### src/rtl/mdil_pkg.sv
`timescale 1ns / 1ps
// Package for the multi-dimensional index linearizer.
// Holds the widths, register codes, payload structs and the extent clamp.
// No dependencies.
package mdil_pkg;

    // Dimension count and field widths.
    localparam int NUM_DIMS  = 4;
    localparam int IDX_W     = 12;
    localparam int EXT_W     = IDX_W + 1;
    localparam int CNT_W     = 3;
    localparam int STRIDE_W  = (NUM_DIMS - 1) * IDX_W + 1;
    localparam int OFFSET_W  = 48;
    localparam int TOTAL_W   = 49;

    // Register port geometry.
    localparam int ADDR_W    = 5;
    localparam int DATA_W    = 32;

    // Register indexes on the configuration port.
    localparam logic [CNT_W-1:0] REG_DIM_COUNT   = 3'd0;
    localparam logic [CNT_W-1:0] REG_EXTENT_BASE = 3'd1;

    // Largest legal extent.
    localparam logic [EXT_W-1:0] EXT_MAX = EXT_W'(1) << IDX_W;

    // Input item.
    typedef struct packed {
        logic [IDX_W-1:0] idx_0;
        logic [IDX_W-1:0] idx_1;
        logic [IDX_W-1:0] idx_2;
        logic [IDX_W-1:0] idx_3;
    } in_item_t;

    // Result item.
    typedef struct packed {
        logic [OFFSET_W-1:0] flat_offset;
        logic [IDX_W-1:0]    next_0;
        logic [IDX_W-1:0]    next_1;
        logic [IDX_W-1:0]    next_2;
        logic [IDX_W-1:0]    next_3;
        logic                has_next;
        logic [TOTAL_W-1:0]  element_total;
    } out_item_t;

    // Per-lane settings derived from the registers.
    typedef struct packed {
        logic                used;
        logic [EXT_W-1:0]    ext;
        logic [STRIDE_W-1:0] stride;
    } lane_cfg_t;

    // Per-lane registered result handed to the merging stage.
    typedef struct packed {
        logic [OFFSET_W-1:0] prod;
        logic                last;
        logic [IDX_W-1:0]    inc;
        logic [IDX_W-1:0]    idx;
    } lane_res_t;

    // An extent of 0 reads as 1, anything above EXT_MAX saturates to EXT_MAX.
    function automatic logic [EXT_W-1:0] clamp_ext(input logic [EXT_W-1:0] e);
        logic [EXT_W-1:0] r;
        if (e == '0)
            r = EXT_W'(1);
        else if (e > EXT_MAX)
            r = EXT_MAX;
        else
            r = e;
        return r;
    endfunction

endpackage

### src/rtl/mdil_merge.sv
`timescale 1ns / 1ps
// Merging stage of the index linearizer: sums the lane products, runs the
// odometer carry and holds the result register. Depends on mdil_pkg.
module mdil_merge (
    input  logic                                      clk,
    input  logic                                      rst_n,
    input  logic                                      lane_valid,
    input  mdil_pkg::lane_res_t [mdil_pkg::NUM_DIMS-1:0] lane_res,
    input  logic [mdil_pkg::TOTAL_W-1:0]              total,
    output logic                                      take,
    output logic                                      out_valid,
    input  logic                                      out_stall,
    output mdil_pkg::out_item_t                       out_data
);
    import mdil_pkg::*;

    logic                out_valid_reg;
    out_item_t           out_data_reg;
    out_item_t           out_data_next;
    logic [OFFSET_W-1:0] sum;
    logic [IDX_W-1:0]    nxt [NUM_DIMS];
    logic                carry;

    // The result register can take a new transfer when empty or draining.
    assign take = !out_valid_reg || !out_stall;

    // Sum of the lane products and the carry from the fastest dimension up.
    always_comb
    begin
        sum   = '0;
        carry = 1'b1;
        for (int k = 0; k < NUM_DIMS; k++)
        begin
            sum = sum + lane_res[k].prod;
        end
        for (int k = NUM_DIMS - 1; k >= 0; k--)
        begin
            if (!carry)
                nxt[k] = lane_res[k].idx;
            else if (lane_res[k].last)
                nxt[k] = '0;
            else
                nxt[k] = lane_res[k].inc;
            carry = carry && lane_res[k].last;
        end
        out_data_next.flat_offset   = sum;
        out_data_next.next_0        = nxt[0];
        out_data_next.next_1        = nxt[1];
        out_data_next.next_2        = nxt[2];
        out_data_next.next_3        = nxt[3];
        out_data_next.has_next      = !carry;
        out_data_next.element_total = total;
    end

    // Result valid flag.
    always_ff @(posedge clk or negedge rst_n)
    begin
        if (!rst_n)
            out_valid_reg <= 1'b0;
        else if (take)
            out_valid_reg <= lane_valid;
    end

    // Result payload.
    always_ff @(posedge clk)
    begin
        if (take && lane_valid)
            out_data_reg <= out_data_next;
    end

    assign out_valid = out_valid_reg;
    assign out_data  = out_data_reg;

endmodule

### config.mk
export PLATFORM = sky130hd
export DESIGN_NAME = mdil_merge
export DESIGN_NICKNAME = d
export VERILOG_FILES = /design/src/rtl/mdil_pkg.sv /design/src/rtl/mdil_merge.sv
export SDC_FILE = /design/constraint.sdc
export NUM_CORES = 1
export LEC_CHECK = 0
export ABC_AREA = 0
export BUFFER_PORTS_ARGS = -buffer_cell sky130_fd_sc_hd__buf_2
export CORE_AREA = 2 2 193 195
export DETAILED_ROUTE_END_ITERATION = 10
export DIE_AREA = 0 0 195 197
export PLACE_DENSITY = 0.55
export SLEW_MARGIN = 5
export SYNTH_ARGS = -nofsm -noshare
export SYNTH_HDL_FRONTEND = slang
export SYNTH_SLANG_ARGS = --single-unit
### constraint.sdc
create_clock -name clk -period 4.2 [get_ports clk]
set_input_delay 0.21 -clock clk [delete_from_list [all_inputs] [get_ports clk]]
set_output_delay 0.21 -clock clk [all_outputs]
set_load 0.02 [all_outputs]
# Word level (Yosys, flattened, before mapping)
# Index checks and enable logic that the tools add are counted.
[op_classes]
add_sub_neg = 3
n_mux = 6
n_reduce_logical = 8
[op_table]
columns = ["op", "count"]
rows = [
  ["$add A48 B48 Y48", 3],
  ["$mux W12", 6],
  ["$logic_and A1 B1 Y1", 4],
  ["$logic_not A1 Y1", 3],
  ["$logic_or A1 B1 Y1", 1],
]
[word_totals]
ff_bits = 147
inputBits = 345
output_inout_bits = 148
wordCells = 25

# Depth between registers and ports, before layout
[logic_depth]
ltp_word = 4
depth_mapped = 14
mapped_depth_nobuf = 13

# Worst setup path before layout
# No wires, ideal clock.
[synth_timing]
path_kind = "flip-flop to flip-flop"
start = "reg out_valid_reg (netlist: out_valid)"
end = "reg out_data_reg, in the netlist out_data[0] (enable)"
setup_time_ps = 523
t_arrival_ps = 4072
t_required_ps = 3677
setup_slack_ps = -394
path_stages_with_launch = 3
n_path_buf = 0
period_less_slack_ps = 4594
path_cell_list = "dfrtp_1 -> nand2_1 -> and2_1"
[synth_between]
elab_chain_len = 3
[synth_rtl]
columns = ["item", "line_no", "source"]
rows = [
  ["from (decl)", "mdil_merge.sv:17", "logic out_valid_reg;"],
  ["from (signal assigned)", "mdil_merge.sv:61", "out_valid_reg <= lane_valid;"],
  ["$logic_not A1 Y1", "mdil_merge.sv:25", "assign take = !out_valid_reg || !out_stall;"],
  ["$logic_or A1 B1 Y1", "mdil_merge.sv:25", ""],
  ["net take", "mdil_merge.sv:10", "output logic take,"],
  ["$logic_and A1 B1 Y1", "mdil_merge.sv:67", "if (take && lane_valid)"],
  ["to (signal assigned)", "mdil_merge.sv:68", "out_data_reg <= out_data_next;"],
  ["to (decl)", "mdil_merge.sv:18", "out_item_t out_data_reg;"],
]
# The timed path passes the listed nets, and every way through them passes these cells.
# A chain may end at the register's enable or synchronous reset.

==> results.py <==
metrics = {
    "power": {
        "ir_drop_v": 0.000225,
        "power.total_mw": 6.78,
        "switching_share_pct": 38.4,
        "p_switching_mw": 2.60,
        "leakagePower_nw": 7.36,
        "p_seq_share_pct": 29.9,
        "clock_power_share_pct": 23.9,
        "power_density_nw_per_um2": 460,
        "combPwrFrac_pct": 46.3,
        "p_int_mw": 4.17,
    },
    "global_route": {
        "grt_pass1_wl_mm": 47.6,
        "globalRouteTotalUtil_pct": 16.1,
        "grt_max_degree": 67,
        "overflow": 0,
        "grt_pass1_vias": 8985,
        "antenna_found_initial": 1,
    },
    "setup_path": {
        "critical-path-slowest-cell": "fa_1",
        "reg2reg_slack_ns": 2.18,
        "cp-start-kind": "input pin",
        "reg2reg_depth": 3,
        "cp_cell_sequence": "buf_2 > fa_1 > fa_1 > ha_1 > inv_1 > fa_1 > nand2b_1 > a21oi_1 > o21ai_0 > a21oi_2 > o211ai_2 > a311o_1 > a21oi_1 > a31oi_1",
        "cp.arrival_ns": 3.83,
        "r2r_start": "out_valid",
        "cpPeakStageDelay_ns": 0.52,
        "cpMostUsedCell": "fa_1",
        "endpoint_kind": "register",
        "cp.required_ns": 4.36,
        "worst-setup-path-type": "input pin to register",
        "reg2reg_to": "out_data[141]",
        "critPathMaxFanout": 4,
    },
    "timing": {
        "setup_slack_ns": 0.530,
        "worstMarginPinSlew_ns": 0.956,
        "fmax_mhz": 272,
        "fin_skew_ns": 0.0102,
        "finalHoldViolations": 0,
        "maxSlewViolCount": 0,
        "finalCritPeriodShare_pct": 87.4,
        "rsz0062_at_grt": "no",
        "period_needed_ns": 3.67,
        "setup-violations-final": 0,
        "relSlewSlack_pct": 36.2,
        "final.setup.tns_ns": 0,
    },
    "flow_run": {
        "drv_cap": 0,
    },
    "yosys": {
        "yosysTopAreaCellShare_pct": 41.0,
        "syn-cell-area_um2": 10700,
        "ys_ff_latch": 147,
        "synth_edf_count": 146,
        "synthFlopType": "edfxtp_1",
        "synth.avg_cell_area_um2": 10.2,
        "synth_top_cell_by_area": "edfxtp_1",
        "async_flop_share_pct": 0.680,
        "yosysWarnings": 0,
        "synth_cell_types": 60,
        "ys_seq_area_share_pct": 41.3,
        "synth_cells": 1046,
        "synth_nets": 1532,
        "netlist_top_cells_area": "edfxtp_1 (41%), fa_1 (18%), inv_1 (9.8%)",
    },
    "cells_and_area": {
        "syn_to_final_growth_pct": 37.9,
        "drive_gt1_share_pct": 33.4,
        "largest_reg_flops": 146,
        "final_cell_mix": "buf_2 (480), inv_1 (280), edfxtp_1 (146)",
        "fin_nets": 2062,
        "diodes": 0,
        "final_common_cell": "buf_2",
    },
    "routing": {
        "vias_per_cell": 4.33,
        "drc": 0,
        "drtPass1Iterations": 5,
        "num_vias": 8908,
        "postRouteAntennaNets": 0,
        "routed_wl_mm": 31.5,
        "post_drt_wl_per_cell_um": 15.3,
        "first_iter_violations": 428,
    },
    "clocking": {
        "clockBufferDepth": 2,
        "cts_root_buf": "clkbuf_16",
        "clock_latency_ns": 0.42,
        "cts_buffers": 17,
        "numClockSinks": 147,
        "cts_tree": "done",
        "cts_setup_buffers": 0,
        "clk_pin_slew_ns": 0.06,
        "holdBufCountCts": 51,
        "post_cts_resized": 0,
        "cts_max_level": 4,
    },
    "placement": {
        "dp_slack_ns": 0.116,
        "place_congestion": 0.829,
        "portBuffers": 480,
        "place_hpwl_mm": 26.3,
    },
    "die": {
        "dieArea_um2": 38400,
        "rows": 70,
        "die_h_um": 197,
        "num_io_pins": 493,
        "core_um2": 36300,
        "die_w_um": 195,
        "initial_core_util_pct": 29.5,
    },
    "hold_path": {
        "min_path_cells": 3,
        "hold_class": "input pin to register",
        "worst_hold_path.endpoint": "out_valid",
        "hp-start": "out_stall",
    },
    "status": {
        "outcome": "completed",
    },
}
[metal layers]
| metal | vias up | GRT usage [%] | part of all wire (%) | wire length, um |
|---|---|---|---|---|
| met5 | - | 0 | 0.041 | 13 |
| met4 | 2 | 5.85 | 2.6 | 804 |
| met3 | 41 | 3.20 | 6.1 | 1920 |
| met2 | 324 | 28.0 | 50 | 15700 |
| met1 | 4130 | 19.8 | 42 | 13100 |
| li1 | 4411 | - | - | - |
[how the worst max path moves through the flow]
stage                  from       endpoint  cells after the start
6_report       lane_res[26]  out_data[141]                     14
3_3_place_gp   lane_res[26]  out_data[141]                     14
5_1_grt        lane_res[26]  out_data[141]                     14
4_1_cts        lane_res[26]  out_data[141]                     14
2_1_floorplan  lane_res[42]  out_data[138]                     12
3_5_place_dp   lane_res[26]  out_data[141]                     14
[cells by family after synthesis]
logic type | count (synthesis) | share of synthesized area (%)
xor gates and xnor gates | 42 | 3.44
adders and majority gates | 141 | 23.1
DFF | 147 | 41.3
and+or+nand+nor | 218 | 9.58
muxes | 1 | 0.0937
AOI/OAI and AO/OA | 195 | 11.7
buffers and inverters | 302 | 10.8
[Yosys cell counts, types with 2 or more instances]
cell      instances
or2_4             2
fa_1             94
buf_2             5
o21a_1            7
edfxtp_1        146
nand2b_1         28
a31oi_1           7
nor2b_1          18
and2_1            3
xnor2_1          25
xor2_1           17
a21oi_1          56
nor2_1           38
clkbuf_1         15
nand2_1          90
o21ai_1           3
inv_1           280
nor3_1            5
or3_1             2
a211oi_1          4
a21o_2            2
a21oi_2           3
nand4_1           5
o21bai_1          6
a21o_1           15
a21oi_4           2
o21ai_0          59
a41oi_1           3
and3_1            5
nand3_1          18
ha_1             47
o211ai_1          8
[area by class of cell]
cell class	instances	area [um2]
Clock inverter	14	188
Multi-Input combinational cell	597	5120
Timing Repair Buffer	533	2940
Clock buffer	17	425
Fill cell	3659	21500
Tap cell	468	586
Sequential cell	147	4410
Inverter	280	1050
[through the flow]
step / area, um2 / util (%) / hold slack, ns / std cells
detailed placement: 13600 / 37.5 / -0.0137 / 1974
floorplan: 10700 / - / -0.0856 / 1046
finish: 14700 / 40.6 / 0.0259 / 2056
CTS: 14700 / 40.6 / 0.0112 / 2056
global route: 14700 / 40.6 / 0.0335 / 2056
global placement: 13600 / 37.5 / -0.0149 / 1974
[power by group through the flow]
stage | combinational, mW | sequential (mW) | clock, mW
2_1_floorplan | 1.87 | 2.35 | 0
3_3_place_gp | 3.09 | 2.05 | 0
3_5_place_dp | 3.10 | 2.06 | 0
4_1_cts | 3.16 | 2.03 | 1.66
5_1_grt | 3.50 | 2.04 | 1.71
6_report | 3.14 | 2.02 | 1.62
[critical path: cells and delay by family]
kind | cells | cell delay, ns
buffers and inverters | 2 | 0.17
AND/OR/NAND/NOR | 1 | 0.19
adder cells (fa/ha/maj) | 4 | 1.59
AO/OA/AOI/OAI | 7 | 1.69
(Power assumes the default switching activity.)
