===== src/rtl/mdil_pkg.sv =====
`timescale 1ns / 1ps
// Package for the multi-dimensional index linearizer.
// Holds the widths, register codes, payload structs and the extent clamp.
// No dependencies.
package mdil_pkg;

    // Dimension count and field widths.
    localparam int NUM_DIMS  = 4;
    localparam int IDX_W     = 12;
    localparam int EXT_W     = IDX_W + 1;
    localparam int CNT_W     = 3;
    localparam int STRIDE_W  = (NUM_DIMS - 1) * IDX_W + 1;
    localparam int OFFSET_W  = 48;
    localparam int TOTAL_W   = 49;

    // Register port geometry.
    localparam int ADDR_W    = 5;
    localparam int DATA_W    = 32;

    // Register indexes on the configuration port.
    localparam logic [CNT_W-1:0] REG_DIM_COUNT   = 3'd0;
    localparam logic [CNT_W-1:0] REG_EXTENT_BASE = 3'd1;

    // Largest legal extent.
    localparam logic [EXT_W-1:0] EXT_MAX = EXT_W'(1) << IDX_W;

    // Input item.
    typedef struct packed {
        logic [IDX_W-1:0] idx_0;
        logic [IDX_W-1:0] idx_1;
        logic [IDX_W-1:0] idx_2;
        logic [IDX_W-1:0] idx_3;
    } in_item_t;

    // Result item.
    typedef struct packed {
        logic [OFFSET_W-1:0] flat_offset;
        logic [IDX_W-1:0]    next_0;
        logic [IDX_W-1:0]    next_1;
        logic [IDX_W-1:0]    next_2;
        logic [IDX_W-1:0]    next_3;
        logic                has_next;
        logic [TOTAL_W-1:0]  element_total;
    } out_item_t;

    // Per-lane settings derived from the registers.
    typedef struct packed {
        logic                used;
        logic [EXT_W-1:0]    ext;
        logic [STRIDE_W-1:0] stride;
    } lane_cfg_t;

    // Per-lane registered result handed to the merging stage.
    typedef struct packed {
        logic [OFFSET_W-1:0] prod;
        logic                last;
        logic [IDX_W-1:0]    inc;
        logic [IDX_W-1:0]    idx;
    } lane_res_t;

    // An extent of 0 reads as 1, anything above EXT_MAX saturates to EXT_MAX.
    function automatic logic [EXT_W-1:0] clamp_ext(input logic [EXT_W-1:0] e);
        logic [EXT_W-1:0] r;
        if (e == '0)
            r = EXT_W'(1);
        else if (e > EXT_MAX)
            r = EXT_MAX;
        else
            r = e;
        return r;
    endfunction

endpackage


===== src/rtl/mdil_lane.sv =====
`timescale 1ns / 1ps
// One lane of the index linearizer: index times stride and the odometer step.
// Depends on mdil_pkg.
module mdil_lane (
    input  logic                        clk,
    input  logic                        load,
    input  logic [mdil_pkg::IDX_W-1:0]  idx,
    input  mdil_pkg::lane_cfg_t         cfg,
    output mdil_pkg::lane_res_t         res
);
    import mdil_pkg::*;

    logic [IDX_W-1:0]          idx_eff;
    logic [EXT_W-1:0]          idx_plus;
    logic [STRIDE_W+IDX_W-1:0] prod;
    lane_res_t                 res_reg;
    lane_res_t                 res_next;

    // An unused dimension contributes index 0.
    assign idx_eff  = cfg.used ? idx : '0;
    assign idx_plus = EXT_W'(idx_eff) + EXT_W'(1);
    assign prod     = idx_eff * cfg.stride;

    // The lane is at its last position when the increment reaches or exceeds the extent.
    always_comb
    begin
        res_next.prod = prod[OFFSET_W-1:0];
        res_next.last = idx_plus >= cfg.ext;
        res_next.inc  = idx_plus[IDX_W-1:0];
        res_next.idx  = idx_eff;
    end

    always_ff @(posedge clk)
    begin
        if (load)
            res_reg <= res_next;
    end

    assign res = res_reg;

endmodule


===== config.mk =====
export PLATFORM = sky130hd
export DESIGN_NAME = mdil_lane
export DESIGN_NICKNAME = d
export VERILOG_FILES = /design/src/rtl/mdil_pkg.sv /design/src/rtl/mdil_lane.sv
export SDC_FILE = /design/constraint.sdc
export NUM_CORES = 1
export LEC_CHECK = 0
export BUFFER_PORTS_ARGS = -buffer_cell sky130_fd_sc_hd__buf_2
export CAP_MARGIN = 30
export CORE_MARGIN = 2
export CORE_UTILIZATION = 40
export DETAILED_ROUTE_END_ITERATION = 6
export GPL_TIMING_DRIVEN = 0
export MAX_ROUTING_LAYER = met4
export PLACE_DENSITY_LB_ADDON = 0.1
export SLEW_MARGIN = 20
export SYNTH_ARGS = -nofsm -noshare
export SYNTH_HDL_FRONTEND = slang
export SYNTH_SLANG_ARGS = --single-unit

===== constraint.sdc =====
create_clock -name clk -period 6.3 [get_ports clk]
set_input_delay 0.945 -clock clk [delete_from_list [all_inputs] [get_ports clk]]
set_output_delay 0.945 -clock clk [all_outputs]
set_load 0.005 [all_outputs]

== Yosys cells after proc, flatten, opt, wreduce, memory -nomap -nowiden ==
Cells that the tools add are included.
Operators by class
  mux-type cells: 1
  multipliers: 1
  magnitude comparators: 1
  $add $sub $neg: 1
Operators by type and width (count)
  multiplier 12 x 37 -> 48 bit: 1
  adder 12 x 1 -> 13 bit (second input constant): 1
  >= comparator 13 bit: 1
  two-way mux 12 bit: 1
Word-level totals
  input bits: 65
  logic and storage cells: 8
  output and inout bits: 73
  flip-flop bits (word level): 73

== Logic depth before layout (Yosys ltp) ==
Gate-level depths: netlist of run 1.
  depth in word-level cells: 3
  gate-level depth with buffers: 26
  mapped depth without buffers: 21

== Least setup slack after synthesis of run 1 ==
Ideal clock, no wire load.
  path kind: input-to-reg
  start: input cfg[50] (netlist bit)
  end: register res_reg (netlist bit res[70]) (data pin)
  required time: 6.034 ns
  stages on the path: 24
  library setup time: 0.266 ns
  buffers on the path: 5
  slack: -0.254 ns
  data arrival time: 6.288 ns
  cells stage by stage: clkbuf_1 -> and2_1 -> clkbuf_1 -> clkbuf_1 -> nand2_1 -> fa_1 -> inv_1 -> fa_1 -> fa_1 -> fa_1 -> inv_1 -> fa_1 -> inv_1 -> ha_1 -> buf_4 -> and4_1 -> nand3_1 -> a21o_1 -> a31oi_1 -> o311ai_1 -> and2_1 -> buf_6 -> o2111ai_1 -> or3b_1
On the way
  cells in the longest elaborated chain, start to end: 2
Ends and longest elaborated chain
  start, declared: line mdil_lane.sv:8  | input mdil_pkg::lane_cfg_t cfg,
  two-way mux 12 bit: line mdil_lane.sv:20  | assign idx_eff = cfg.used ? idx : '0;
  via idx_eff[7]: line mdil_lane.sv:13  | logic [IDX_W-1:0] idx_eff;
  multiplier 12 x 37 -> 48 bit: line mdil_lane.sv:22  | assign prod = idx_eff * cfg.stride;
  via prod[45]: line mdil_lane.sv:15  | logic [STRIDE_W+IDX_W-1:0] prod;
  end signal, assigned: line mdil_lane.sv:36  | res_reg <= res_next;
  end, declared: line mdil_lane.sv:16  | lane_res_t res_reg;
The timed path passes the listed nets, and every way through them passes these cells.
A chain may end at the register's enable or synchronous reset.

== Worst setup path in the final report of run 1 ==
  start: input idx[10] (netlist bit)
  end: register res_reg (netlist bit res[70]) (data pin)
On the way
  cells in the longest elaborated chain, start to end: 2
Ends and longest elaborated chain
  start, declared: line mdil_lane.sv:7  | input logic [mdil_pkg::IDX_W-1:0] idx,
  two-way mux 12 bit: line mdil_lane.sv:20
  multiplier 12 x 37 -> 48 bit: line mdil_lane.sv:22
  via prod[45]: line mdil_lane.sv:15
The timed path passes the listed nets, and every way through them passes these cells.

==> impl_results.md, run 1 <==
* Syn Nets at 2334
* Drt pass-1 iters at 5
* Fin nets at 2495
* Via count at 13025
* Sequential area share after synthesis at 13.3%
* Post-DR wirelength/cell at 19.6 microns
* Layout Cells excl Fill at 2520
* Max Slew Vio Count at 0
* TritonCTS buffer count at 9
* Share of the synthesized area in the top cell type at 42.3%
* Post-route minimum period at 6.25 ns
* Antenna violations before repair at 1
* Die Area at 42900 sq um
* Die X at 207 microns
* Ant diodes at 0
* GP Congestion at 0.919
* Clk sinks at 73
* Arrival time worst endpoint at 6.37 ns
* CP required at 6.43 ns
* Row count at 74
* Post-Syn Instances at 1822
* Synth top cells by count: inv_1, fa_1, nand2_1
* Core Area at 40700 sq um
* Filler Cell Count at 4097
* Layout cells sized above 1 at 16.8%
* Starting Density at 40.5%
* Via density at 5.17
* First-pass GRT wire length at 78.8 mm
* Worst-Margin Slew at 0.644 ns
* Final hold viol count at 0
* Setup CP Type: in2reg
* Remaining DRCs at 0
* Synth top area cells: fa_1, edfxtp_1, inv_1, nand2_1, ha_1
* Post-synthesis register bit count at 73
* Top Ports at 138
* CTS Root Cell: clkbuf_16
* Hold_sp: cfg[0]
* Setup repair after global routing missed its margin: true
* Final Util at 46.9%
* Area Growth Syn to Fin at 15.8%
* Hold Path Class: in2reg
* Worst setup SP type: primary input
* Largest net degree at the start of global routing at 48
* Pwr dens at 322 nW/um^2
* Ys Warns at 0
* Clock slew at reported path FFs at 0.07 ns
* Max-cap violations at 0
* Post-Route WL at 49.4 mm
* Crit share post-route at 99.2%
* ANT nets after route at 0
* Library cells used by synthesis at 57
* Worst slew margin at 57.1%
* Area leader, netlist: fa_1
* All-Layer GR Usage at 24.8%
* P_leak at 9.73 nW
* PortBufs at 137
* Crit. End Element: register
* Synth Flop Type: edfxtp_1
* Status: completed
* Most instantiated library cell after synthesis: inv_1
* Largest register FFs at 73
* Critical path origin: idx[10]
* Worst VDD drop at 221 uV
* Vias in the first global route at 14175
* Syn Area/Cell at 9.06 sq um
* # setup viols final at 0
* Total power at 6.16 mW
* Ys async rst share at 0%
* EDFF count, synth at 73
* FMAX at 0.160 GHz
* Post-synthesis cell area at 16500 sq um
* GRT Residual Overflow at 0
* Cts hold-fix bufs at 0
* Die Y-Extent at 207 microns
* Initial DRC count at 850
* CP max FO at 10
* H-tree depth at 3
* Post-DP HPWL at 41.1 mm
* Bufs on Longest Clock Path at 2
* Dpl cells at 2492
* CTS tree: built
area by class of cell:
class                           instances  area [sq um]  area share [%]
Buffer                                 96           717            3.75
Clock buffer                           10           229            1.20
Clock inverter                          6          43.8           0.229
Inverter                              415          1560            8.15
Multi-Input combinational cell       1226         12700            66.7
Sequential cell                        73          2190            11.5
Tap cell                              532           666            3.48
Timing Repair Buffer                  162           952            4.98
worst max-delay path, stage by stage:
cell and delay [ns]:
buf_2 0.12, clkbuf_4 0.20, clkbuf_4 0.23, and3_1 0.22, fa_1 0.49, fa_2 0.59
fa_2 0.45, fa_1 0.49, inv_1 0.05, fa_1 0.47, inv_1 0.06, ha_4 0.26
buf_6 0.11, and4_4 0.22, nand3_2 0.08, a21o_4 0.23, a31oi_4 0.23, o311ai_4 0.16
and2_4 0.20, o2111ai_2 0.15, or3b_4 0.40
path summary, 6_finish.rpt:
path / to / depth (start not counted)
max: res[70] / 21
min: res[25] / 2
per-stage QoR:
stage / instance area (sq um) / hold WS, ns / TNS [ns] / worst slack [ns]
final: 19100 / 0.919 / 0 / 0.0515
after global routing: 19100 / 0.916 / -0.221 / -0.0795
after CTS: 18800 / 0.891 / 0 / 0.000261
after detailed placement: 17900 / 1.31 / -39.21 / -1.91
after global placement: 17900 / 1.31 / -38.44 / -1.90
after floorplan: 16500 / 1.06 / 0 / 0.00342
power by group:
group | total (mW) | switching (mW) | internal (mW)
logic | 4.74 | 2.70 | 2.04
registers | 0.910 | 0.0364 | 0.873
clock network | 0.505 | 0.238 | 0.267
total | 6.16 | 2.98 | 3.18
metal layers:
layer | share of wire (%) | global-route usage (%)
met1 | 41 | 30.2
met2 | 49 | 41.8
met3 | 6.3 | 4.55
met4 | 3.4 | 7.78
met5 | 0 | -
logic make-up after synthesis:
family	Yosys count	synth area share [%]
adder cells (fa/ha/maj)	447	49.8
XOR/XNOR	50	2.65
AND/OR/NAND/NOR	586	16.6
buffers and inverters	523	12.0
flip-flops	73	13.3
AO/OA/AOI/OAI	143	5.74
cell usage in the layout, fill, tap and decap left out, drive strengths merged, types with 19 or more instances in the layout:
cell type / netlist / final
ha: 98 / 98
clkbuf: 100 / 90
edfxtp: 73 / 73
nor2: 21 / 21
and2: 19 / 19
a21o: 21 / 21
buf: 8 / 178
xnor2: 33 / 33
inv: 414 / 415
a21oi: 47 / 47
and3: 142 / 142
nand2: 347 / 347
o21ai: 22 / 22
fa: 349 / 349
repair_timing:
item                                   CTS  global route
gates cloned                             2             0
resized for setup                      164            95
buffers inserted                        13            10
endpoints found under the hold margin    0             0
setup endpoints to repair               33            18
pin swaps                               21            33
Power figures use the tool's default switching activity.
==> run 2: changes to the inputs <==
--- a/config.mk
+++ b/config.mk
@@ -7,6 +7,7 @@
 export LEC_CHECK = 0
 export BUFFER_PORTS_ARGS = -buffer_cell sky130_fd_sc_hd__buf_2
 export CAP_MARGIN = 30
+export CORE_ASPECT_RATIO = 1.25
 export CORE_MARGIN = 2
 export CORE_UTILIZATION = 40
 export DETAILED_ROUTE_END_ITERATION = 6
==> run 2 against run 1 <==
Net effect:
- the flow now finishes with violations (negative setup slack)
- sequential power decreased by 0.5%
- combinational power rose by 4%
- total power rose by 3.8%
- global-route usage up 1.1 points
- setup slack got worse by 0.18 ns
- first-iteration DRC count fell by 17%
- clock power grew 12%
- critical path depth increased by 2
- critical path type unchanged
- largest cell class unchanged
==> impl_results.md, run 2 (same netlist as run 1, synthesis figures left out) <==
* Antenna violations before repair at 2 (+1)
* Design area at 19500 sq um (+2.2%)
* GRT Residual Overflow at 0 (unchanged)
* WP buf/inv at 7 (+1)
* Clk sinks at 73 (unchanged)
* GP Congestion at 0.950 (+3.4%)
* Die X at 186 microns (-10%)
* Crit share post-route at 102% (+2.9 points)
* Hold Path Class: in2reg
* Area after DPL at 17900 sq um (+0.13%)
* Worst setup SP type: primary input
* Clock slew at reported path FFs at 0.08 ns (about the same)
* CP required at 6.43 ns (about the same)
* Max Slew Vio Count at 0 (unchanged)
* Bufs on Longest Clock Path at 2 (unchanged)
* TritonCTS buffer count at 9 (unchanged)
* CTS Root Cell: clkbuf_16
* Vias in the first global route at 14059 (-0.82%)
* Top Ports at 138 (unchanged)
* Status: finished, violations left
* # setup viols final at 3 (+3)
* Cell family with the largest share of critical-path delay: adder cells
* Arrival time worst endpoint at 6.56 ns (+0.19 ns)
* Sum Neg Setup Slack at -0.217 ns (-0.217 ns)
* CP dominant cell by count: fa_2
* Max-cap violations at 0 (unchanged)
* FMAX at 0.156 GHz (-2.8%)
* Failing checks: negative setup slack
* Setup WS pre-CTS at -1.82 ns (+0.0952 ns)
* Fin nets at 2523 (+1.1%)
* Hold Path Cell Cnt at 2 (unchanged)
* Worst-Margin Slew at 0.648 ns (+0.00411 ns)
* Pwr dens at 328 nW/um^2 (+1.7%)
* Remaining DRCs at 0 (unchanged)
* Final hold viol count at 0 (unchanged)
* Most common cell after layout, fill and taps aside: inv_1
* Crit-path cells: buf_6 -> and2_4 -> buf_8 -> nand2_1 -> fa_2 -> inv_2 -> fa_2 -> fa_2 -> fa_1 -> inv_1 -> fa_1 -> inv_2 -> ha_4 -> buf_6 -> and4_4 -> nand3_2 -> a21o_4 -> a31oi_4 -> o311ai_2 -> buf_4 -> and2_4 -> o2111ai_2 -> or3b_1
* All-Layer GR Usage at 25.9% (+1.1 points)
* Die Y-Extent at 231 microns (+12%)
* Die Area at 42900 sq um (about the same)
* Most frequent cells in the layout: inv_1, nand2_1, fa_1, buf_2, and3_1
* Worst slew margin at 56.8% (-0.27 points)
* Post-Route WL at 51.5 mm (+4.3%)
* Drt pass-1 iters at 5 (unchanged)
* Slowest CP cell: fa_2
* Hold_sp: cfg[0]
* Hold slack at 1.06 ns (+0.141 ns)
* Worst Hold Endpoint: res[25]
* Post-DR wirelength/cell at 20.1 microns (+2.3%)
* Worst VDD drop at 234 uV (+5.7%)
* Setup repair after global routing missed its margin: true
* Area Growth Syn to Fin at 18.2%
* Via density at 5.15 (-0.30%)
* Core Area at 40900 sq um (+0.44%)
* Final setup margin at -0.129 ns (-0.181 ns)
* Largest register FFs at 73 (unchanged)
* Setup CP Type: in2reg
* H-tree depth at 3 (unchanged)
* Post-route minimum period at 6.43 ns (+0.181 ns)
* Cts hold-fix bufs at 0 (unchanged)
* Via count at 13243 (+1.7%)
* P_leak at 9.98 nW (+2.5%)
* PortBufs at 137 (unchanged)
* ANT nets after route at 0 (unchanged)
* CTS tree: built
* First-pass GRT wire length at 79.7 mm (+1.2%)
* Critical path depth at 23 (+9.5%)
* CP peak stage delay at 0.60 ns (about the same)
* Crit. End Element: register
* Starting Density at 40.3% (-0.18 points)
* Post-DP HPWL at 41.7 mm (+1.5%)
* Row count at 83 (+12%)
* Initial DRC count at 704 (-17%)
* CP max FO at 10 (unchanged)
* Largest net degree at the start of global routing at 41 (-15%)
* Layout cells sized above 1 at 18.7% (+1.9 points)
run 2: repair_timing:
action | CTS | global route
pin swaps | 37 | 42
endpoints found under the setup margin | 33 | 20
cloned | 3 | 1
setup buffers | 29 | 17
gates resized for setup | 185 | 107
run 2: area by class of cell:
class,instances,area [sq um]
fillers,4131,21400
plain buffers,97,763
multi-input cells,1226,12800
diodes,2,5.00
clock buffers,9,225
clock inverters,7,76.3
flip-flops and latches,73,2190
repair buffers,189,1220
inverters,415,1560
well taps,552,691
run 2: routing by layer:
layer / vias to the layer above / global-route usage (%) / share of wire, %
met5: - / - / 0
met1: 6789 / 30.7 / 39
met3: 103 / 3.03 / 4.9
met2: 418 / 44.4 / 51
li1: 5933 / - / -
met4: 0 / 11.1 / 4.7
run 2: power breakdown:
group          switching [mW]  leakage [nW]  internal (mW)
clock                   0.254         0.144          0.311
sequential             0.0323         0.710          0.872
combinational            2.78          9.13           2.15
total                    3.06          9.98           3.33
run 2: how the worst max path moves through the flow:
stage                 start  endpoint  slack [ns]
floorplan           cfg[50]   res[70]       0.003
global placement     idx[5]   res[72]       -2.30
detailed placement   idx[5]   res[69]       -1.82
CTS                 cfg[50]   res[70]       -0.15
global route        cfg[50]   res[70]       -0.23
finish               idx[6]   res[70]       -0.13
run 2: metrics by stage:
step                      instances  power [mW]  util [%]
after floorplan                1822        3.95         -
after global placement         2511        5.08      43.8
after detailed placement       2513        5.11      43.8
after CTS                      2553        6.19      46.8
after global routing           2570        7.06      47.7
final                          2570        6.40      47.7
