`config.mk`:
```
export PLATFORM = sky130hd
export DESIGN_NAME = mdil_stride
export DESIGN_NICKNAME = d
export VERILOG_FILES = /design/src/rtl/mdil_pkg.sv /design/src/rtl/mdil_stride.sv
export SDC_FILE = /design/constraint.sdc
export NUM_CORES = 2
export LEC_CHECK = 0
export BUFFER_PORTS_ARGS = -buffer_cell sky130_fd_sc_hd__buf_2
export CORE_MARGIN = 2
export CORE_UTILIZATION = 55
export DETAILED_ROUTE_END_ITERATION = 6
export PLACE_DENSITY_LB_ADDON = 0.3
export SETUP_SLACK_MARGIN = 0.5
export SLEW_MARGIN = 25
export SYNTH_ARGS = -nofsm -noshare
export SYNTH_HDL_FRONTEND = slang
export SYNTH_SLANG_ARGS = --single-unit
```
`constraint.sdc`:
```
create_clock -name clk -period 21.9 [get_ports clk]
set_clock_uncertainty 0.2 [all_clocks]
set_input_delay 3.285 -clock clk [delete_from_list [all_inputs] [get_ports clk]]
set_output_delay 3.285 -clock clk [all_outputs]
set_load 0.05 [all_outputs]
```
`src/rtl/mdil_pkg.sv`:
```
`timescale 1ns / 1ps
// Package for the multi-dimensional index linearizer.
// Holds the widths, register codes, payload structs and the extent clamp.
// No dependencies.
package mdil_pkg;

    // Dimension count and field widths.
    localparam int NUM_DIMS  = 4;
    localparam int IDX_W     = 12;
    localparam int EXT_W     = IDX_W + 1;
    localparam int CNT_W     = 3;
    localparam int STRIDE_W  = (NUM_DIMS - 1) * IDX_W + 1;
    localparam int OFFSET_W  = 48;
    localparam int TOTAL_W   = 49;

    // Register port geometry.
    localparam int ADDR_W    = 5;
    localparam int DATA_W    = 32;

    // Register indexes on the configuration port.
    localparam logic [CNT_W-1:0] REG_DIM_COUNT   = 3'd0;
    localparam logic [CNT_W-1:0] REG_EXTENT_BASE = 3'd1;

    // Largest legal extent.
    localparam logic [EXT_W-1:0] EXT_MAX = EXT_W'(1) << IDX_W;

    // Input item.
    typedef struct packed {
        logic [IDX_W-1:0] idx_0;
        logic [IDX_W-1:0] idx_1;
        logic [IDX_W-1:0] idx_2;
        logic [IDX_W-1:0] idx_3;
    } in_item_t;

    // Result item.
    typedef struct packed {
        logic [OFFSET_W-1:0] flat_offset;
        logic [IDX_W-1:0]    next_0;
        logic [IDX_W-1:0]    next_1;
        logic [IDX_W-1:0]    next_2;
        logic [IDX_W-1:0]    next_3;
        logic                has_next;
        logic [TOTAL_W-1:0]  element_total;
    } out_item_t;

    // Per-lane settings derived from the registers.
    typedef struct packed {
        logic                used;
        logic [EXT_W-1:0]    ext;
        logic [STRIDE_W-1:0] stride;
    } lane_cfg_t;

    // Per-lane registered result handed to the merging stage.
    typedef struct packed {
        logic [OFFSET_W-1:0] prod;
        logic                last;
        logic [IDX_W-1:0]    inc;
        logic [IDX_W-1:0]    idx;
    } lane_res_t;

    // An extent of 0 reads as 1, anything above EXT_MAX saturates to EXT_MAX.
    function automatic logic [EXT_W-1:0] clamp_ext(input logic [EXT_W-1:0] e);
        logic [EXT_W-1:0] r;
        if (e == '0)
            r = EXT_W'(1);
        else if (e > EXT_MAX)
            r = EXT_MAX;
        else
            r = e;
        return r;
    endfunction

endpackage

```
`src/rtl/mdil_stride.sv`:
```
`timescale 1ns / 1ps
// Configuration registers and the stride chain of the index linearizer.
// Depends on mdil_pkg.
module mdil_stride (
    input  logic                          clk,
    input  logic                          rst_n,
    input  logic                          psel,
    input  logic                          penable,
    input  logic                          pwrite,
    input  logic [mdil_pkg::ADDR_W-1:0]   paddr,
    input  logic [mdil_pkg::DATA_W-1:0]   pwdata,
    output logic [mdil_pkg::DATA_W-1:0]   prdata,
    output mdil_pkg::lane_cfg_t [mdil_pkg::NUM_DIMS-1:0] lane_cfg,
    output logic [mdil_pkg::TOTAL_W-1:0]  total,
    output logic                          busy
);
    import mdil_pkg::*;

    localparam int SETTLE_CYCLES = NUM_DIMS + 1;
    localparam int SETTLE_W      = $clog2(SETTLE_CYCLES + 1);

    logic [CNT_W-1:0]    dim_count_reg;
    logic [EXT_W-1:0]    ext_reg [NUM_DIMS];
    logic [CNT_W-1:0]    dims_used;
    logic [EXT_W-1:0]    eff_ext [NUM_DIMS];
    logic [STRIDE_W-1:0] stride_reg  [NUM_DIMS];
    logic [STRIDE_W-1:0] stride_next [NUM_DIMS];
    logic [TOTAL_W-1:0]  total_reg;
    logic [STRIDE_W+EXT_W-1:0] total_prod;
    logic [SETTLE_W-1:0] settle_reg;
    logic                wr_en;
    logic [CNT_W-1:0]    reg_idx;

    assign wr_en   = psel && penable && pwrite;
    assign reg_idx = paddr[ADDR_W-1:2];

    // Register writes.
    always_ff @(posedge clk or negedge rst_n)
    begin
        if (!rst_n)
        begin
            dim_count_reg <= CNT_W'(1);
            for (int k = 0; k < NUM_DIMS; k++)
            begin
                ext_reg[k] <= EXT_W'(1);
            end
        end
        else if (wr_en)
        begin
            if (reg_idx == REG_DIM_COUNT)
                dim_count_reg <= pwdata[CNT_W-1:0];
            for (int k = 0; k < NUM_DIMS; k++)
            begin
                if (reg_idx == REG_EXTENT_BASE + CNT_W'(k))
                    ext_reg[k] <= pwdata[EXT_W-1:0];
            end
        end
    end

    // Register reads.
    always_comb
    begin
        prdata = '0;
        if (reg_idx == REG_DIM_COUNT)
            prdata = DATA_W'(dim_count_reg);
        for (int k = 0; k < NUM_DIMS; k++)
        begin
            if (reg_idx == REG_EXTENT_BASE + CNT_W'(k))
                prdata = DATA_W'(ext_reg[k]);
        end
    end

    // A dimension count above the number of lanes saturates.
    assign dims_used = (dim_count_reg > CNT_W'(NUM_DIMS)) ? CNT_W'(NUM_DIMS) : dim_count_reg;

    // Unused dimensions act as extent 1 so that they neither scale nor block the carry.
    always_comb
    begin
        for (int k = 0; k < NUM_DIMS; k++)
        begin
            eff_ext[k] = (CNT_W'(k) < dims_used) ? clamp_ext(ext_reg[k]) : EXT_W'(1);
        end
    end

    // Stride chain: each stride is the next one times the next dimension's extent,
    // one multiplier between neighbouring registers, so the chain settles one dimension a cycle.
    genvar g;
    generate
        for (g = 0; g < NUM_DIMS; g++)
        begin : g_stride
            if (g == NUM_DIMS - 1)
            begin : g_last
                assign stride_next[g] = STRIDE_W'(1);
            end
            else
            begin : g_mul
                logic [STRIDE_W+EXT_W-1:0] prod;
                assign prod           = stride_reg[g+1] * eff_ext[g+1];
                assign stride_next[g] = prod[STRIDE_W-1:0];
            end

            always_ff @(posedge clk)
            begin
                stride_reg[g] <= stride_next[g];
            end

            assign lane_cfg[g].used   = CNT_W'(g) < dims_used;
            assign lane_cfg[g].ext    = eff_ext[g];
            assign lane_cfg[g].stride = stride_reg[g];
        end
    endgenerate

    // Element total from the slowest stride.
    assign total_prod = stride_reg[0] * eff_ext[0];

    always_ff @(posedge clk)
    begin
        total_reg <= total_prod[TOTAL_W-1:0];
    end

    assign total = total_reg;

    // Hold off items until the chain has settled after reset or a write.
    always_ff @(posedge clk or negedge rst_n)
    begin
        if (!rst_n)
            settle_reg <= SETTLE_W'(SETTLE_CYCLES);
        else if (wr_en)
            settle_reg <= SETTLE_W'(SETTLE_CYCLES);
        else if (settle_reg != '0)
            settle_reg <= settle_reg - SETTLE_W'(1);
    end

    assign busy = settle_reg != '0;

endmodule

```
=== After elaboration in Yosys (flattened, before gate mapping) ===
Memories as Yosys holds them, arrays and structs flattened.
Cells that the tools add are included.

* Memories: 1
* Flip-flop bits (word level): 107
* Bits of input ports: 42
* Word-level logic and storage cells: 60
* Output and inout bits: 286
* Memory bits (writable): 148

* Add/sub/neg operators: 1
* Reduce and logical (&&, ||, !) cells: 14
* Mux-type cells: 20
* $mul: 4
* $lt $le $gt $ge: 9
* Eq/ne operators: 4

{| class="wikitable"
|+ Memory list
! name !! depth !! bits a word !! read ports !! clocked after Yosys merged registers in !! wr ports !! RTL line !! text
|-
| stride_reg || 4 || 37 || 4 || 0 || 4 || mdil_stride.sv:26 || <nowiki>logic [STRIDE_W-1:0] stride_reg [NUM_DIMS];</nowiki>
|}

{| class="wikitable"
|+ Operators by type and width
! cell !! number
|-
| $mux W13 || 12
|-
| $mux W32 || 4
|-
| $mul A37 B13 Y37 || 3
|-
| $gt A13 B13 Y1 const B || 4
|-
| $logic_not A13 Y1 || 4
|-
| $mul A37 B13 Y49 || 1
|-
| $mux W3 || 4
|-
| $reduce_and A2 Y1 || 5
|-
| $eq A3 B2 Y1 const B || 2
|-
| $lt A1 B3 Y1 const A || 2
|-
| $lt A2 B3 Y1 const A || 2
|-
| $eq A3 B1 Y1 const B || 1
|-
| $eq A3 B3 Y1 const B || 1
|-
| $gt A3 B3 Y1 const B || 1
|-
| $logic_not A3 Y1 || 1
|-
| $reduce_bool A3 Y1 || 1
|-
| $sub A3 B1 Y3 const B || 1
|-
| $logic_and A1 B1 Y1 || 2
|-
| $reduce_bool A2 Y1 || 1
|}

=== Depth between registers and ports, before layout ===
* Word-level depth: 6
* Gate-level depth with buffers: 30
* Gate-level depth less buffers: 26

=== Worst setup path before layout ===
Ideal clock, no wire load.

* Path type: input port to output port
* Start point: in paddr[2] in the netlist's numbering
* End point: out prdata[0] in the netlist's numbering
* Arrival time: 5079 ps
* Slack: 13336 ps
* Stages: 4
* Cell sequence: buf_1 > mux4_2 > inv_1 > o21ai_0

* Word-level cells in the longest chain between the ends: 6

{| class="wikitable"
|+ Ends and longest elaborated chain
! what !! RTL line !! text
|-
| start: declaration || mdil_stride.sv:10 || <nowiki>input logic [mdil_pkg::ADDR_W-1:0] paddr,</nowiki>
|-
| $logic_not A3 Y1 || mdil_stride.sv:64 || <nowiki>if (reg_idx == REG_DIM_COUNT)</nowiki>
|-
| $mux W3 || mdil_stride.sv:64 ||
|-
| $mux W32 (3 in series) || mdil_stride.sv:68 || <nowiki>if (reg_idx == REG_EXTENT_BASE + CNT_W'(k))</nowiki>
|-
| $mux W32 (*) || mdil_stride.sv:68 ||
|-
| end: declaration || mdil_stride.sv:12 || <nowiki>output logic [mdil_pkg::DATA_W-1:0] prdata,</nowiki>
|}

Every way passes the cells marked *; elsewhere a longest branch is shown, timed or not.

=== Final worst setup path ===
* Start point: reg dim_count_reg[2]
* End point: reg total_reg[42] (netlist: total[42])

* Word-level cells in the longest chain between the ends: 5

{| class="wikitable"
|+ Ends and longest elaborated chain
! what !! RTL line !! text
|-
| start: declaration || mdil_stride.sv:22 || <nowiki>logic [CNT_W-1:0] dim_count_reg;</nowiki>
|-
| start signal: assignment || mdil_stride.sv:51 || <nowiki>dim_count_reg <= pwdata[CNT_W-1:0];</nowiki>
|-
| $gt A3 B3 Y1 || mdil_stride.sv:74 || <nowiki>assign dims_used = (dim_count_reg > CNT_W'(NUM_DIMS)) ? CNT_W'(NUM_DIMS) : dim_count_reg;</nowiki>
|-
| $mux W3 (*) || mdil_stride.sv:74 ||
|-
| $lt A1 B3 Y1 (*) || mdil_stride.sv:81 || <nowiki>eff_ext[k] = (CNT_W'(k) < dims_used) ? clamp_ext(ext_reg[k]) : EXT_W'(1);</nowiki>
|-
| $mux W13 (*) || mdil_stride.sv:81 ||
|-
| $mul A37 B13 Y49 (*) || mdil_stride.sv:114 || <nowiki>assign total_prod = stride_reg[0] * eff_ext[0];</nowiki>
|-
| via total_prod[42] || mdil_stride.sv:29 || <nowiki>logic [STRIDE_W+EXT_W-1:0] total_prod;</nowiki>
|-
| end signal: assignment || mdil_stride.sv:118 || <nowiki>total_reg <= total_prod[TOTAL_W-1:0];</nowiki>
|-
| end: declaration || mdil_stride.sv:28 || <nowiki>logic [TOTAL_W-1:0] total_reg;</nowiki>
|}

Mark *: on every way through the listed nets, which the timed path passes. The rest lies on a longest branch.
A chain may end at the register's enable or synchronous reset.

==> results.py <==
metrics = {
    "status": {
        "status": "complete, no violations",
    },
    "timing": {
        "worst_slew_pin_slew_ps": 1010,
        "finalSetupViolations": 0,
        "period_minus_slack_ps": 9350,
        "fin_crit_sh_pct": 42.7,
        "hold_viol_final": 0,
        "tns_ps": 0,
        "setup_ws_ps": 12550,
        "rsz0062_at_grt": "false",
        "fmax_mhz": 107,
        "maxSlewHeadroom_pct": 32.8,
        "slew_violations": 0,
    },
    "hold_path": {
        "hold_path_end": "settle_reg[2]",
        "min_from": "settle_reg[2]",
        "hold_depth": 2,
        "hold_path.class": "reg -> reg",
    },
    "clock_network": {
        "cts_num_sinks": 185,
        "cts_root_buf": "clkbuf_16",
        "cts.clk_slew.worst_paths_ps": 90,
        "cts_max_path_buffers": 2,
        "cts_resized": 0,
        "hold_buffers": 0,
        "post-cts-setup-buffer-count": 0,
        "h-tree-depth": 4,
        "cts_buffers": 17,
        "cts_tree": "built",
        "insertion_delay_ps": 520,
    },
    "route": {
        "drc": 0,
        "dr.pass1.iters": 5,
        "viasPerCell": 5.50,
        "ant_nets": 0,
        "wl_per_cell_um": 18.8,
        "routed_wirelength_um": 95300,
        "vias": 27859,
        "drtIter0Drc": 1971,
    },
    "pwr": {
        "p_int_mw": 1.03,
        "comb_power_share_pct": 59.6,
        "p_total_mw": 2.41,
        "ir_worst_vdd_mv": 0.0498,
        "power_density_mw_per_mm2": 61.3,
        "switchingPower_mw": 1.37,
        "p_leak_nw": 20.8,
        "pwr-share-seq_pct": 25.7,
        "p_sw_share_pct": 57.0,
        "pwr-share-clk_pct": 14.7,
    },
    "final_layout": {
        "area_growth_syn_to_layout_pct": 5.43,
        "multi_input_area_mm2": 0.0289,
        "area.sequential_mm2": 0.00400,
        "fillers": 5868,
        "drive_gt1_share_pct": 9.16,
        "largest_reg_flops": 78,
        "finalNetCount": 5246,
        "antennaDiodeCount": 0,
    },
    "die": {
        "die_h_um": 264,
        "die_area_mm2": 0.0698,
        "start_util_pct": 55.5,
        "ios": 328,
        "die_width_um": 264,
        "core_area_mm2": 0.0672,
        "rows": 95,
    },
    "logic_synthesis": {
        "synth_top_area_share_pct": 42.3,
        "yosysUniqueCellTypes": 75,
        "synth_area_mm2": 0.0372,
        "yosys_warnings": 0,
        "synth_edf_count": 0,
        "synthTopCellsByCount": "inv_1 (858), fa_1 (787), nand2_1 (679), ha_1 (240), and3_1 (226)",
        "synth-seq-cells": 185,
        "synth_ff_type": "dfxtp_1",
        "postSynthCellCount": 4126,
        "yosysMostFrequentCell": "inv_1",
        "yosysTopAreaCell": "fa_1",
        "synth_area_per_cell_um2": 9.03,
        "yosysSeqAreaShare_pct": 10.7,
        "async_flop_share_pct": 31.4,
        "ys_top_cells_by_area": "fa_1 (42%), inv_1 (8.6%), ha_1 (8.1%)",
    },
    "place": {
        "hpwlAfterDp_um": 73700,
        "gp_congestion": 0.868,
        "io_buffer_count": 217,
        "post-place-ws_ps": 12750,
    },
    "critical_path": {
        "reg2reg_to": "total[42]",
        "rr_worst_depth": 26,
        "required_ps": 22060,
        "crit_fanout": 89,
        "crit_buf_inv": 6,
        "slowest_stage": "dfrtp_1",
        "rrSetupSlack_ps": 12550,
        "cpMostUsedCell": "fa_1",
        "max_stage_delay_ps": 760,
        "crit_family": "adder cells",
        "critPathArrivalTime_ps": 9510,
        "r2r-start": "dim_count_reg[2]",
        "cp-start-kind": "flip-flop",
        "criticalPathCategory": "reg -> reg",
        "cp-end-kind": "flip-flop",
    },
    "grt": {
        "grt_pass1_wl_um": 154000,
        "gr-total-overflow": 0,
        "grt_pass1_vias": 28645,
        "grt_max_degree": 90,
        "track_usage_pct": 28.2,
        "antenna_found_initial": 1,
    },
    "flow_run": {
        "max_cap_viol_count": 0,
    },
}
## worst reg2reg max path, cell delays in order (launching register included)
cell and delay (ps):
dfrtp_1 760, nor2_1 300, inv_1 160, nor2_1 120, nor2_4 110, buf_4 610, and2_1 710, buf_4 400
nand2_1 140, fa_1 580, inv_1 60, fa_1 540, fa_1 430, fa_1 490, inv_1 50, fa_1 470
inv_1 40, ha_1 370, a21oi_2 210, o221ai_1 140, a221oi_1 470, nand3b_1 250, a21oi_2 500, o31ai_4 170
a211oi_4 410, nor2_1 70, a311oi_1 430
## power by group through the flow
stage	Sequential [mW]	Combinational (mW)	Clock (mW)
CTS	0.610	1.43	0.360
global route	0.629	1.60	0.372
finish	0.618	1.43	0.354
detailed placement	0.617	1.43	0
floorplan	0.662	0.980	0
global placement	0.617	1.40	0
## per-layer routing
metal	global-route usage, %	vias up	wire length, um
li1	-	12364	-
met2	46.4	1166	45900
met3	5.86	175	8070
met1	37.4	14154	38700
met4	9.03	0	2610
met5	0	-	0
## final cells by class
cell class                      count  area share, %
Sequential cell                   185           10.2
Timing Repair Buffer              262           3.63
Multi-Input combinational cell   2853           73.5
Clock inverter                     15          0.580
Inverter                          858           8.20
Clock buffer                       17           1.08
Tap cell                          873           2.78
## stage by stage
step,hold WS [ps],std cells,util [%],cell area [um2]
final,312,5063,58.5,39300
after CTS,311,5063,58.5,39300
after detailed placement,296,5031,57.5,38600
after floorplan,280,4213,-,37600
after global placement,292,5031,57.5,38600
after global routing,366,5063,58.5,39300
## how the worst max path moves through the flow
stage | start | end | slack (ps) | depth (start not counted)
5_1_grt | dim_count_reg[2] | total[42] | 12140 | 26
3_3_place_gp | dim_count_reg[2] | total[42] | 12840 | 26
2_1_floorplan | paddr[2] | prdata[0] | 13340 | 4
3_5_place_dp | dim_count_reg[2] | total[42] | 12750 | 26
6_report | dim_count_reg[2] | total[42] | 12550 | 26
4_1_cts | dim_count_reg[2] | total[42] | 12700 | 26
## cell usage in the layout, fill, tap and decap left out, drive strengths merged, types with 4 or more instances in the layout
master  Yosys  routed
nand2     679     679
nor2       56      56
xor2       25      25
a31oi       8       8
buf       105     262
fa        787     787
inv       858     870
nand4       7       7
dfstp       7       7
a21o       34      34
o211ai      5       5
nor4       13      13
mux2i      13      13
xnor2      75      75
a21oi      83      83
nor3b      11      11
o31ai       4       4
a22oi      12      12
nand2b     11      11
clkbuf    212      17
a221oi      4       4
a211oi     17      17
ha        240     240
o21ai      48      48
or3         4       4
dfxtp     127     127
conb        2      89
nor2b      12      12
o21bai     18      18
mux2       53      53
nand3      35      35
and3      226     226
nor3       17      17
dfrtp      51      51
o311ai      5       5
o22ai      14      14
and2      195     195
o21a       10      10
## cells by family after synthesis
logic type               after synthesis  synth area share, %
buffers and inverters               1175                 12.8
AO/OA/AOI/OAI                        288                 5.19
multiplexers                          67                 2.01
adder cells (fa/ha/maj)             1030                 50.4
XOR/XNOR                             100                 2.35
AND/OR/NAND/NOR                     1279                 16.5
other                                  2               0.0202
flip-flops                           185                 10.7
Power figures use the tool's default switching activity.
